===== config.mk =====
export PLATFORM = sky130hd
export DESIGN_NAME = sensor_frame_crc_check_convert
export DESIGN_NICKNAME = d
export VERILOG_FILES = /design/src/hdl/scfc_pkg.sv /design/src/hdl/sensor_frame_crc_check_convert.sv /design/src/hdl/scfc_cfg.sv /design/src/hdl/scfc_frame.sv /design/src/hdl/scfc_convert.sv
export SDC_FILE = /design/constraint.sdc
export NUM_CORES = 1
export LEC_CHECK = 0
export BUFFER_PORTS_ARGS = -buffer_cell sky130_fd_sc_hd__buf_2
export CORE_MARGIN = 5
export CORE_UTILIZATION = 30
export CTS_CLUSTER_SIZE = 12
export DETAILED_ROUTE_END_ITERATION = 8
export PLACE_DENSITY_LB_ADDON = 0.25
export RECOVER_POWER = 50
export SYNTH_ARGS = -nofsm -noshare
export SYNTH_HDL_FRONTEND = slang
export SYNTH_HIERARCHICAL = 1
export SYNTH_SLANG_ARGS = --single-unit

===== constraint.sdc =====
create_clock -name aclk -period 9.1 [get_ports aclk]
set_input_delay 0.91 -clock aclk [delete_from_list [all_inputs] [get_ports aclk]]
set_output_delay 0.91 -clock aclk [all_outputs]
set_load 0.05 [all_outputs]

===== src/hdl/scfc_pkg.sv =====
// Package with the types and constants of the sensor frame CRC check and convert block.
`default_nettype none

package scfc_pkg;

    localparam int unsigned BYTE_W   = 8;
    localparam int unsigned WORD_W   = 16;
    localparam int unsigned CENTI_W  = 15;
    localparam int unsigned POS_W    = 4;
    localparam int unsigned CFG_IDX_W = 3;
    localparam int unsigned CFG_DATA_W = 16;
    localparam int unsigned TPROD_W  = 31;
    localparam int unsigned HPROD_W  = 30;
    localparam int unsigned M_TDATA_W = 48;

    localparam logic [POS_W-1:0] LAST_POS = 4'd11;

    localparam logic [CFG_IDX_W-1:0] CFG_CRC_POLY = 3'd0;
    localparam logic [CFG_IDX_W-1:0] CFG_CRC_INIT = 3'd1;
    localparam logic [CFG_IDX_W-1:0] CFG_TEMP_MIN = 3'd2;
    localparam logic [CFG_IDX_W-1:0] CFG_TEMP_MAX = 3'd3;
    localparam logic [CFG_IDX_W-1:0] CFG_HUM_MIN  = 3'd4;
    localparam logic [CFG_IDX_W-1:0] CFG_HUM_MAX  = 3'd5;
    localparam logic [CFG_IDX_W-1:0] CFG_CO2_MIN  = 3'd6;
    localparam logic [CFG_IDX_W-1:0] CFG_CO2_MAX  = 3'd7;

    localparam logic [BYTE_W-1:0]  CRC_POLY_RST = 8'h31;
    localparam logic [BYTE_W-1:0]  CRC_INIT_RST = 8'hFF;
    localparam logic [CENTI_W-1:0] TEMP_MIN_RST = 15'h6E6C;
    localparam logic [CENTI_W-1:0] TEMP_MAX_RST = 15'd13000;
    localparam logic [CENTI_W-1:0] HUM_MIN_RST  = 15'h7DA8;
    localparam logic [CENTI_W-1:0] HUM_MAX_RST  = 15'd11900;
    localparam logic [WORD_W-1:0]  CO2_MIN_RST  = 16'd0;
    localparam logic [WORD_W-1:0]  CO2_MAX_RST  = 16'hFFFF;

    // Full scale of the conversions in hundredths, and the offsets subtracted after scaling.
    localparam logic [TPROD_W-1:0] TEMP_SCALE  = 31'd17500;
    localparam logic [HPROD_W-1:0] HUM_SCALE   = 30'd12500;
    localparam logic [WORD_W-1:0]  TEMP_OFFSET = 16'd4500;
    localparam logic [WORD_W-1:0]  HUM_OFFSET  = 16'd600;

    typedef struct packed {
        logic [BYTE_W-1:0] poly;
        logic [BYTE_W-1:0] init;
    } crc_cfg_t;

    typedef struct packed {
        logic [CENTI_W-1:0] temp_min;
        logic [CENTI_W-1:0] temp_max;
        logic [CENTI_W-1:0] hum_min;
        logic [CENTI_W-1:0] hum_max;
        logic [WORD_W-1:0]  co2_min;
        logic [WORD_W-1:0]  co2_max;
    } limits_t;

    typedef struct packed {
        logic [WORD_W-1:0]  co2_word;
        logic [TPROD_W-1:0] temp_prod;
        logic [HPROD_W-1:0] hum_prod;
        logic               crc_ok;
    } frame_rec_t;

endpackage

`default_nettype wire


===== src/hdl/sensor_frame_crc_check_convert.sv =====
// Top level of the sensor frame CRC check and convert block.
//
//  Channel  Direction  Handshake             Content
//  s_       in         s_tvalid / s_tready   tdata[7:0] rx_byte, tuser[0] frame_start
//  m_       out        m_tvalid / m_tready   tdata co2, temperature, humidity; tuser crc_ok
//  cfg_     in         cfg_valid / cfg_ready register index and write data
//
// One byte is taken per cycle unless the output stalls; the tracker state loop (position, CRC, words) sets that rate.
// After the twelfth byte of a frame is accepted, the result passes the input, record and output registers.
// Reset is synchronous and active low; configuration writes are always taken.
// A stalled result holds the pipeline, which keeps taking bytes until its registers are full.
`default_nettype none

module sensor_frame_crc_check_convert (
    input  wire logic                               aclk,
    input  wire logic                               aresetn,
    input  wire logic                               s_tvalid,
    output logic                                    s_tready,
    input  wire logic [scfc_pkg::BYTE_W-1:0]        s_tdata,   // [7:0] rx_byte
    input  wire logic                               s_tuser,   // [0] frame_start
    output logic                                    m_tvalid,
    input  wire logic                               m_tready,
    // [15:0] co2_ppm, [30:16] temperature_centi, [45:31] humidity_centi, [47:46] zero
    output logic [scfc_pkg::M_TDATA_W-1:0]          m_tdata,
    output logic                                    m_tuser,   // [0] crc_ok
    input  wire logic                               cfg_valid,
    output logic                                    cfg_ready,
    input  wire logic [scfc_pkg::CFG_IDX_W-1:0]     cfg_index,
    input  wire logic [scfc_pkg::CFG_DATA_W-1:0]    cfg_wdata
);

    scfc_pkg::crc_cfg_t   crc_cfg;
    scfc_pkg::limits_t    limits;
    scfc_pkg::frame_rec_t rec;
    logic                 rec_valid;
    logic                 rec_ready;

    scfc_cfg u_cfg (
        .aclk      (aclk),
        .aresetn   (aresetn),
        .cfg_valid (cfg_valid),
        .cfg_ready (cfg_ready),
        .cfg_index (cfg_index),
        .cfg_wdata (cfg_wdata),
        .crc_cfg   (crc_cfg),
        .limits    (limits)
    );

    scfc_frame u_frame (
        .aclk        (aclk),
        .aresetn     (aresetn),
        .in_valid    (s_tvalid),
        .in_ready    (s_tready),
        .rx_byte     (s_tdata),
        .frame_start (s_tuser),
        .crc_cfg     (crc_cfg),
        .rec_valid   (rec_valid),
        .rec_ready   (rec_ready),
        .rec         (rec)
    );

    scfc_convert u_convert (
        .aclk      (aclk),
        .aresetn   (aresetn),
        .rec_valid (rec_valid),
        .rec_ready (rec_ready),
        .rec       (rec),
        .limits    (limits),
        .m_tvalid  (m_tvalid),
        .m_tready  (m_tready),
        .m_tdata   (m_tdata),
        .m_tuser   (m_tuser)
    );

endmodule

`default_nettype wire


===== src/hdl/scfc_cfg.sv =====
// Configuration register file: CRC settings and clamp limits.
`default_nettype none

module scfc_cfg (
    input  wire logic                              aclk,
    input  wire logic                              aresetn,
    input  wire logic                              cfg_valid,
    output logic                                   cfg_ready,
    input  wire logic [scfc_pkg::CFG_IDX_W-1:0]    cfg_index,
    input  wire logic [scfc_pkg::CFG_DATA_W-1:0]   cfg_wdata,
    output scfc_pkg::crc_cfg_t                     crc_cfg,
    output scfc_pkg::limits_t                      limits
);

    scfc_pkg::crc_cfg_t crc_reg;
    scfc_pkg::limits_t  lim_reg;

    assign cfg_ready = 1'b1;
    assign crc_cfg   = crc_reg;
    assign limits    = lim_reg;

    always_ff @(posedge aclk) begin
        if (!aresetn) begin
            crc_reg.poly     <= scfc_pkg::CRC_POLY_RST;
            crc_reg.init     <= scfc_pkg::CRC_INIT_RST;
            lim_reg.temp_min <= scfc_pkg::TEMP_MIN_RST;
            lim_reg.temp_max <= scfc_pkg::TEMP_MAX_RST;
            lim_reg.hum_min  <= scfc_pkg::HUM_MIN_RST;
            lim_reg.hum_max  <= scfc_pkg::HUM_MAX_RST;
            lim_reg.co2_min  <= scfc_pkg::CO2_MIN_RST;
            lim_reg.co2_max  <= scfc_pkg::CO2_MAX_RST;
        end else if (cfg_valid) begin
            case (cfg_index)
                scfc_pkg::CFG_CRC_POLY: crc_reg.poly     <= cfg_wdata[7:0];
                scfc_pkg::CFG_CRC_INIT: crc_reg.init     <= cfg_wdata[7:0];
                scfc_pkg::CFG_TEMP_MIN: lim_reg.temp_min <= cfg_wdata[14:0];
                scfc_pkg::CFG_TEMP_MAX: lim_reg.temp_max <= cfg_wdata[14:0];
                scfc_pkg::CFG_HUM_MIN:  lim_reg.hum_min  <= cfg_wdata[14:0];
                scfc_pkg::CFG_HUM_MAX:  lim_reg.hum_max  <= cfg_wdata[14:0];
                scfc_pkg::CFG_CO2_MIN:  lim_reg.co2_min  <= cfg_wdata;
                scfc_pkg::CFG_CO2_MAX:  lim_reg.co2_max  <= cfg_wdata;
                default: ;
            endcase
        end
    end

endmodule

`default_nettype wire


===== src/hdl/scfc_frame.sv =====
// Frame tracker: input register, byte position, word CRC check, word capture and scaling products.
`default_nettype none

module scfc_frame (
    input  wire logic                            aclk,
    input  wire logic                            aresetn,
    input  wire logic                            in_valid,
    output logic                                 in_ready,
    input  wire logic [scfc_pkg::BYTE_W-1:0]     rx_byte,
    input  wire logic                            frame_start,
    input  wire scfc_pkg::crc_cfg_t              crc_cfg,
    output logic                                 rec_valid,
    input  wire logic                            rec_ready,
    output scfc_pkg::frame_rec_t                 rec
);

    function automatic logic [7:0] crc8_byte(input logic [7:0] crc, input logic [7:0] data,
                                             input logic [7:0] poly);
        logic [7:0] c;
        c = crc ^ data;
        for (int i = 0; i < 8; i++) begin
            c = c[7] ? ({c[6:0], 1'b0} ^ poly) : {c[6:0], 1'b0};
        end
        return c;
    endfunction

    logic                          in_valid_reg;
    logic [scfc_pkg::BYTE_W-1:0]   in_byte_reg;
    logic                          in_start_reg;

    logic [scfc_pkg::POS_W-1:0]    pos_reg, pos_next, pos_eff;
    logic [scfc_pkg::BYTE_W-1:0]   crc_reg, crc_next;
    logic [scfc_pkg::BYTE_W-1:0]   high_reg, high_next;
    logic [scfc_pkg::WORD_W-1:0]   co2_reg, co2_next;
    logic [scfc_pkg::WORD_W-1:0]   temp_reg, temp_next;
    logic [scfc_pkg::WORD_W-1:0]   hum_reg, hum_next;
    logic                          match_reg, match_next, match_eff;

    logic                          rec_valid_reg;
    scfc_pkg::frame_rec_t          rec_reg, rec_next;

    logic                          is_last;
    logic                          advance;
    logic                          byte_ok;
    logic [scfc_pkg::BYTE_W-1:0]   crc_seed;
    logic [scfc_pkg::BYTE_W-1:0]   crc_calc;
    logic [scfc_pkg::WORD_W-1:0]   word_val;

    assign pos_eff   = (in_start_reg || pos_reg > scfc_pkg::LAST_POS) ? '0 : pos_reg;
    assign match_eff = (pos_eff == '0) ? 1'b1 : match_reg;
    assign is_last   = (pos_eff == scfc_pkg::LAST_POS);
    assign advance   = in_valid_reg && (!is_last || !rec_valid_reg || rec_ready);
    assign in_ready  = !in_valid_reg || advance;
    assign byte_ok   = (crc_reg == in_byte_reg);
    assign word_val  = {high_reg, in_byte_reg};
    assign crc_calc  = crc8_byte(crc_seed, in_byte_reg, crc_cfg.poly);

    assign rec_valid = rec_valid_reg;
    assign rec       = rec_reg;

    always_comb begin
        pos_next   = is_last ? '0 : pos_eff + 4'd1;
        crc_next   = crc_reg;
        high_next  = high_reg;
        co2_next   = co2_reg;
        temp_next  = temp_reg;
        hum_next   = hum_reg;
        match_next = match_eff;
        crc_seed   = crc_reg;
        case (pos_eff) inside
            4'd0, 4'd3, 4'd6, 4'd9: begin
                crc_seed  = crc_cfg.init;
                high_next = in_byte_reg;
                crc_next  = crc_calc;
            end
            4'd1, 4'd4, 4'd7, 4'd10: begin
                crc_next = crc_calc;
                if (pos_eff == 4'd1) begin
                    co2_next = word_val;
                end
                if (pos_eff == 4'd4) begin
                    temp_next = word_val;
                end
                if (pos_eff == 4'd7) begin
                    hum_next = word_val;
                end
            end
            default: begin
                match_next = match_eff && byte_ok;
            end
        endcase
        if (is_last) begin
            match_next = 1'b1;
        end
    end

    always_comb begin
        rec_next.co2_word  = co2_reg;
        rec_next.temp_prod = scfc_pkg::TPROD_W'(temp_reg) * scfc_pkg::TEMP_SCALE;
        rec_next.hum_prod  = scfc_pkg::HPROD_W'(hum_reg) * scfc_pkg::HUM_SCALE;
        rec_next.crc_ok    = match_eff && byte_ok;
    end

    always_ff @(posedge aclk) begin
        if (!aresetn) begin
            in_valid_reg  <= 1'b0;
            pos_reg       <= '0;
            crc_reg       <= scfc_pkg::CRC_INIT_RST;
            high_reg      <= '0;
            co2_reg       <= '0;
            temp_reg      <= '0;
            hum_reg       <= '0;
            match_reg     <= 1'b1;
            rec_valid_reg <= 1'b0;
        end else begin
            if (in_ready) begin
                in_valid_reg <= in_valid;
            end
            if (advance) begin
                pos_reg   <= pos_next;
                crc_reg   <= crc_next;
                high_reg  <= high_next;
                co2_reg   <= co2_next;
                temp_reg  <= temp_next;
                hum_reg   <= hum_next;
                match_reg <= match_next;
            end
            if (advance && is_last) begin
                rec_valid_reg <= 1'b1;
            end else if (rec_ready) begin
                rec_valid_reg <= 1'b0;
            end
        end
    end

    always_ff @(posedge aclk) begin
        if (in_ready && in_valid) begin
            in_byte_reg  <= rx_byte;
            in_start_reg <= frame_start;
        end
        if (advance && is_last) begin
            rec_reg <= rec_next;
        end
    end

`ifndef SYNTHESIS
    a_pos_range: assert property (@(posedge aclk) disable iff (!aresetn)
        pos_reg <= scfc_pkg::LAST_POS)
        else $error("Byte position left the frame.");

    a_frame_end: assert property (@(posedge aclk) disable iff (!aresetn)
        (advance && is_last) |=> (rec_valid_reg && pos_reg == '0 && match_reg))
        else $error("Frame end did not post a record and restart the frame.");
`endif

endmodule

`default_nettype wire


===== src/hdl/scfc_convert.sv =====
// Result stage: division by full scale, offset, clamping and the output register.
`default_nettype none

module scfc_convert (
    input  wire logic                              aclk,
    input  wire logic                              aresetn,
    input  wire logic                              rec_valid,
    output logic                                   rec_ready,
    input  wire scfc_pkg::frame_rec_t              rec,
    input  wire scfc_pkg::limits_t                 limits,
    output logic                                   m_tvalid,
    input  wire logic                              m_tready,
    output logic [scfc_pkg::M_TDATA_W-1:0]         m_tdata,
    output logic                                   m_tuser
);

    logic                           m_valid_reg;
    logic [scfc_pkg::WORD_W-1:0]    co2_reg, co2_next;
    logic [scfc_pkg::CENTI_W-1:0]   temp_reg, temp_next;
    logic [scfc_pkg::CENTI_W-1:0]   hum_reg, hum_next;
    logic                           crc_ok_reg;

    logic [scfc_pkg::TPROD_W:0]     t_sum;
    logic [scfc_pkg::HPROD_W:0]     h_sum;
    logic [scfc_pkg::WORD_W-1:0]    t_val, h_val;
    logic [scfc_pkg::WORD_W-1:0]    t_min, t_max, h_min, h_max;
    logic                           load;

    assign rec_ready = !m_valid_reg || m_tready;
    assign load      = rec_valid && rec_ready;

    // Exact floor division by 65535 for products below 65535 * 65536.
    assign t_sum = (scfc_pkg::TPROD_W + 1)'(1) + {1'b0, rec.temp_prod}
                 + (scfc_pkg::TPROD_W + 1)'(rec.temp_prod >> 16);
    assign h_sum = (scfc_pkg::HPROD_W + 1)'(1) + {1'b0, rec.hum_prod}
                 + (scfc_pkg::HPROD_W + 1)'(rec.hum_prod >> 16);

    assign t_val = {1'b0, t_sum[30:16]} - scfc_pkg::TEMP_OFFSET;
    assign h_val = {2'b00, h_sum[29:16]} - scfc_pkg::HUM_OFFSET;

    assign t_min = {limits.temp_min[14], limits.temp_min};
    assign t_max = {limits.temp_max[14], limits.temp_max};
    assign h_min = {limits.hum_min[14], limits.hum_min};
    assign h_max = {limits.hum_max[14], limits.hum_max};

    always_comb begin
        if (rec.co2_word < limits.co2_min) begin
            co2_next = limits.co2_min;
        end else if (rec.co2_word > limits.co2_max) begin
            co2_next = limits.co2_max;
        end else begin
            co2_next = rec.co2_word;
        end

        if ($signed(t_val) < $signed(t_min)) begin
            temp_next = limits.temp_min;
        end else if ($signed(t_val) > $signed(t_max)) begin
            temp_next = limits.temp_max;
        end else begin
            temp_next = t_val[14:0];
        end

        if ($signed(h_val) < $signed(h_min)) begin
            hum_next = limits.hum_min;
        end else if ($signed(h_val) > $signed(h_max)) begin
            hum_next = limits.hum_max;
        end else begin
            hum_next = h_val[14:0];
        end
    end

    always_ff @(posedge aclk) begin
        if (!aresetn) begin
            m_valid_reg <= 1'b0;
        end else if (rec_ready) begin
            m_valid_reg <= rec_valid;
        end
    end

    always_ff @(posedge aclk) begin
        if (load) begin
            co2_reg    <= co2_next;
            temp_reg   <= temp_next;
            hum_reg    <= hum_next;
            crc_ok_reg <= rec.crc_ok;
        end
    end

    assign m_tvalid = m_valid_reg;
    assign m_tdata  = {2'b00, hum_reg, temp_reg, co2_reg};
    assign m_tuser  = crc_ok_reg;

`ifndef SYNTHESIS
    a_load_shows: assert property (@(posedge aclk) disable iff (!aresetn)
        load |=> m_valid_reg)
        else $error("Accepted frame record did not reach the output.");

    a_temp_clamped: assert property (@(posedge aclk) disable iff (!aresetn)
        (m_valid_reg && $signed(t_min) <= $signed(t_max))
        |-> ($signed(temp_reg) >= $signed(limits.temp_min)
             && $signed(temp_reg) <= $signed(limits.temp_max)))
        else $error("Temperature result outside its limits.");
`endif

endmodule

`default_nettype wire

Word level (Yosys, flattened, before mapping)
Cells that the tools add are included.
W data, S select, Z words.
{"block": "totals", "register_bits": 310, "in_bits": 33, "output_inout_bits": 52, "word_cells": 128}
{"block": "op_classes", "add_sub_neg": 7, "n_mul": 2, "magnitude_cmp": 7, "eq_ne": 16, "mux": 25, "bitwise_logic": 10, "n_reduce_logical": 33}
{"op": "$mux W8", "count": 11}
{"op": "$xor A8 B8 Y8", "count": 9}
{"op": "$mux W15", "count": 4}
{"op": "$mux W16", "count": 2}
{"op": "$add A1 B31 Y31 const A", "count": 1}
{"op": "$add A31 B15 Y31", "count": 1}
{"op": "$add A1 B30 Y30 const A", "count": 1}
{"op": "$add A30 B14 Y30", "count": 1}
{"op": "$mul A16 B13 Y29 const B", "count": 1}
{"op": "$mul A16 B12 Y28 const B", "count": 1}
{"op": "$reduce_and A2 Y1", "count": 10}
{"op": "$gt A16 B15 Y1", "count": 1}
{"op": "$gt A16 B16 Y1", "count": 1}
{"op": "$lt A16 B15 Y1", "count": 1}
{"op": "$lt A16 B16 Y1", "count": 1}
{"op": "$sub A15 B13 Y16 const B", "count": 1}
{"op": "$gt A15 B15 Y1", "count": 1}
{"op": "$lt A15 B15 Y1", "count": 1}
{"op": "$sub A14 B10 Y15 const B", "count": 1}
{"op": "$eq A3 B3 Y1 const B", "count": 4}
{"op": "$eq A4 B3 Y1 const B", "count": 3}
{"op": "$eq A4 B4 Y1 const B", "count": 3}
{"op": "$reduce_and A4 Y1", "count": 3}
{"op": "$eq A8 B8 Y1", "count": 1}
{"op": "other kinds (16)", "count": 36}

Depth between registers and ports, before layout
{"block": "logic_depth", "ltp_word": 25, "mapped_depth": 26}

Cells and area by module
Netlist, hierarchy kept.
{"module": "scfc_frame", "n_inst": 1, "cells_each": 1338, "area_per_inst_um2": 13516.7, "seq_area_each_um2": 3913.8}
{"module": "scfc_convert", "n_inst": 1, "cells_each": 889, "area_per_inst_um2": 7114.3, "seq_area_each_um2": 1431.4}
{"module": "scfc_cfg", "n_inst": 1, "cells_each": 401, "area_per_inst_um2": 4257.8, "seq_area_each_um2": 2162.1}

Least setup slack after synthesis
OpenSTA, ideal clock, no wires.
{"block": "synth_timing", "path_type": "register -> register", "from": "register u_frame/hum_reg[1] (netlist name)", "to": "register u_frame.rec_reg, in the netlist u_frame/rec[29] (data pin)", "setup_time_ns": 0.158, "arrival_ns": 5.478, "required_ns": 8.942, "slack_ns": 3.464, "stages_incl_launch_ff": 23, "period_less_slack_ns": 5.636, "cell_sequence": "dfxtp_1 -> ha_1 -> ha_1 -> fa_1 -> ha_1 -> inv_1 -> fa_1 -> inv_1 -> ha_1 -> a21oi_1 -> o21ai_0 -> a21oi_1 -> o21ai_0 -> a21oi_1 -> o21ai_0 -> a21oi_1 -> o21bai_1 -> a21oi_1 -> o21ai_0 -> o41a_1 -> o41ai_1 -> or4b_2 -> o211ai_1"}
{"item": "from (decl)", "line": "scfc_frame.sv:36", "text": "logic [scfc_pkg::WORD_W-1:0] hum_reg, hum_next;"}
{"item": "from (signal assigned)", "line": "scfc_frame.sv:125", "text": "hum_reg <= hum_next;"}
{"item": "to (signal assigned)", "line": "scfc_frame.sv:142", "text": "rec_reg <= rec_next;"}
{"item": "to (decl)", "line": "scfc_frame.sv:40", "text": "scfc_pkg::frame_rec_t rec_reg, rec_next;"}

Final worst setup path
{"block": "layout_timing", "from": "register u_frame.rec_reg, in the netlist u_frame/rec[60]", "to": "register u_convert/temp_reg[10] (netlist name) (data pin)"}
{"block": "layout_between", "elab_chain_len": 6, "word_cells_on_any_way": 7, "cone_classes": "add/sub (3); order compare (2); mux (2)"}
{"item": "$add A1 B31 Y31", "line": "scfc_convert.sv:33", "text": "assign t_sum = (scfc_pkg::TPROD_W + 1)'(1) + {1'b0, rec.temp_prod}"}
{"item": "$add A31 B15 Y31 (*)", "line": "scfc_convert.sv:34", "text": "+ (scfc_pkg::TPROD_W + 1)'(rec.temp_prod >> 16);"}
{"item": "$sub A15 B13 Y16 (*)", "line": "scfc_convert.sv:38", "text": "assign t_val = {1'b0, t_sum[30:16]} - scfc_pkg::TEMP_OFFSET;"}
{"item": "$gt A16 B15 Y1", "line": "scfc_convert.sv:57", "text": "end else if ($signed(t_val) > $signed(t_max)) begin"}
{"item": "$mux W15", "line": "scfc_convert.sv:57"}
{"item": "$mux W15 (*)", "line": "scfc_convert.sv:55", "text": "if ($signed(t_val) < $signed(t_min)) begin"}
{"item": "net u_convert.temp_next (one bit)", "line": "scfc_convert.sv:19", "text": "logic [scfc_pkg::CENTI_W-1:0] temp_reg, temp_next;"}
{"item": "to (signal assigned)", "line": "scfc_convert.sv:83", "text": "temp_reg <= temp_next;"}
{"item": "to (decl)", "line": "scfc_convert.sv:19"}
The timed path passes the listed nets; every way through them passes the cells marked *.
A chain may end at the register's enable or synchronous reset.

==> run metrics <==
Syn-to-layout area delta=10.1%; unrepaired setup endpoints after global routing=no; yosys warns=6; wire length per cell=around 18 um; maximum number of pins on one net before global-route repair=80; CP Data Required Time=9.39 ns; final wirelength=roughly 66000 um; Synth Register Bits=310; startpoint types=flop; cell area after synthesis=24900 sq um; Max IR drop VDD=about 120 uV; total die area=around 89000 sq um; residual DRC count=0; post-route design area=approximately 27000 sq um; Hold WC Path Type=reg2reg; initial core utilization=0.303; most frequent cells in the layout=inv_1 (348), ha_1 (323), nand2_1 (219); Crit path max-delay family=compound AO/OA/AOI/OAI gates; initial antenna violation count=2; Worst Skew=around 0.027 ns; CTS tree=built; clk_lat worst skew=~0.56 ns; failing checks=max-capacitance violations, max-slew violations; global-route wire length before repair=approximately 100000 um; root buffer cell=clkbuf_16; f_max=roughly 0.16 GHz; gp weighted congestion=approximately 0.9; final hold slack=approximately 0.44 ns; number of flip-flops in the largest register=a little over 90; clk slew on worst S/H paths=approximately 0.060 ns; number of CTS-inserted buffers=36; relative slew slack=-1.27; drt first pass iters=5; Die Height=between 200 and 300 um; GRT Total Usage=0.146; Seq/Total Area, Yosys=0.302; initial DRC count=between 900 and 1000; setup total negative slack=0 ns; worst-path cell chain=ha_1, a211o_4, a21oi_4, a2bb2oi_2, nand2_1, o21ai_0, ha_1, a31oi_1, o211ai_2, a21oi_1, or3b_1, ha_1, nand4_1, nor2_1, o21ai_0, o31ai_1, o21ai_0, mux2i_2, buf_4, nor2_1, a221o_1; Post-synth EDFFs=130; syn_area_per_cell=around 9.5 sq um; outcome=finished with violations; Final period util=0.697; FP Rows=between 100 and 150; dpl cell area=between 20000 and 30000 sq um; Top FF cell, synth=dfxtp_1; final net count=3115; final setup fails=0; n_diodes=0; Max-Cap Viols=4; max incr delay on CP=0.71 ns; Ports=85; Post-CTS Resized=0; post-route antenna net violation count=0; PortBufs=81; Least-Margin Pin Slew=roughly 3.4 ns; Arrival @ worst endpoint=approximately 6.6 ns; share of cells above drive strength 1=0.0500; post-layout min period=6.35 ns; asr flop ratio synth=0; Core ar.=between 80000 and 90000 sq um; commonest non-fill, non-tap cell in the layout=inv_1; Clock Tree Buf Depth=3; max-slew violation count=270; vias per std cell=~4.8; CP bufs+invs=1; CP max stage cell=mux2i_2; Crit Path Max Fanout=17; Setup Fix Bufs, Post-CTS=0; CTS Hold Bufs=0; leak pwr=between 10 and 15 nW; grt ovf=0; depth of the CTS H-tree=2; pwr/cell area=123 nW/um^2; Detail Placement HPWL=51800 um; Die Wd=around 300 um; Yosys cell types=approximately 100; vias after detailed routing=between 15000 and 20000; number of global-route vias before repair=~18000; number of standard cells after synthesis=2628; Num Clock Sinks=between 300 and 400; Fin. Hold Viols=0; CP Capture Type=flop; kind of critical path=reg2reg
cell families after synthesis:
| family | synth area share |
|---|---|
| adder cells (fa/ha/maj) | 0.234 |
| buffers and inverters | 0.0699 |
| other | 0.000452 |
| AND/OR/NAND/NOR | 0.146 |
| AO/OA/AOI/OAI | 0.125 |
| XOR/XNOR | 0.0497 |
| multiplexers | 0.0736 |
| flip-flops | 0.302 |
cells in the mapped netlist (9+ instances only):
cell type | n | share of area
a21oi_1 | 106 | 0.021
inv_1 | 348 | 0.052
a21boi_0 | 10 | 0.0030
mux2i_1 | 182 | 0.073
nand2_1 | 219 | 0.033
or3_1 | 9 | 0.0023
a21o_1 | 38 | 0.011
nor2_1 | 113 | 0.017
and3_1 | 13 | 0.0033
buf_2 | 17 | 0.0034
a31oi_1 | 11 | 0.0028
nand4_1 | 36 | 0.0090
edfxtp_1 | 130 | 0.16
nand3_1 | 34 | 0.0068
and2_1 | 14 | 0.0035
xnor2_1 | 94 | 0.033
xor2_1 | 21 | 0.0074
buf_4 | 9 | 0.0027
o21a_1 | 37 | 0.011
nand2b_1 | 13 | 0.0033
nor3_1 | 38 | 0.0076
a211oi_1 | 15 | 0.0045
fa_1 | 89 | 0.072
nor2b_1 | 160 | 0.040
o211ai_1 | 17 | 0.0051
ha_1 | 323 | 0.16
o21ai_0 | 89 | 0.018
dfxtp_1 | 180 | 0.14
o21bai_1 | 9 | 0.0027
clkbuf_1 | 59 | 0.0089
per-layer routing:
metal  global-route usage  part of all wire
met4               0.0322             0.020
met2                0.244              0.46
met5                    0                 0
met1                0.205              0.49
met3               0.0166             0.030
where the power goes:
part           leakage (nW)  internal (mW)  total, mW  switching, mW
registers              2.57           1.47       1.51         0.0417
clock network         0.554          0.809       1.41          0.598
logic                  9.60          0.193      0.447          0.254
total                  12.7           2.47       3.36          0.894
area by class of cell:
| class | count | area [sq um] |
|---|---|---|
| Fill cell | 8517 | 54800 |
| Multi-Input combinational cell | 1880 | 15700 |
| Sequential cell | 310 | 7510 |
| Tap cell | 1070 | 1340 |
| Inverter | 349 | 1310 |
| Clock buffer | 51 | 1010 |
| Timing Repair Buffer | 93 | 422 |
| Clock inverter | 15 | 136 |
worst paths after layout:
kind                  startpoint                     end  slack [ns]  depth (start not counted)
max              u_frame/rec[60]  u_convert/temp_reg[10]        2.75                         21
min          u_frame/co2_reg[12]         u_frame/rec[74]        0.44                          0
min reg2reg  u_frame/co2_reg[12]         u_frame/rec[74]        0.44                          0
max reg2reg      u_frame/rec[60]  u_convert/temp_reg[10]        2.75                         21
metrics by stage:
stage	setup slack, ns	util	std cells	power (mW)
final	2.75	0.333	3768	3.36
after global routing	2.24	0.333	3768	3.51
after CTS	2.81	0.334	3768	3.41
after detailed placement	2.82	0.320	3702	1.98
after global placement	2.95	0.320	3702	1.98
after floorplan	3.46	-	2632	1.86
(Power assumes the default switching activity.)
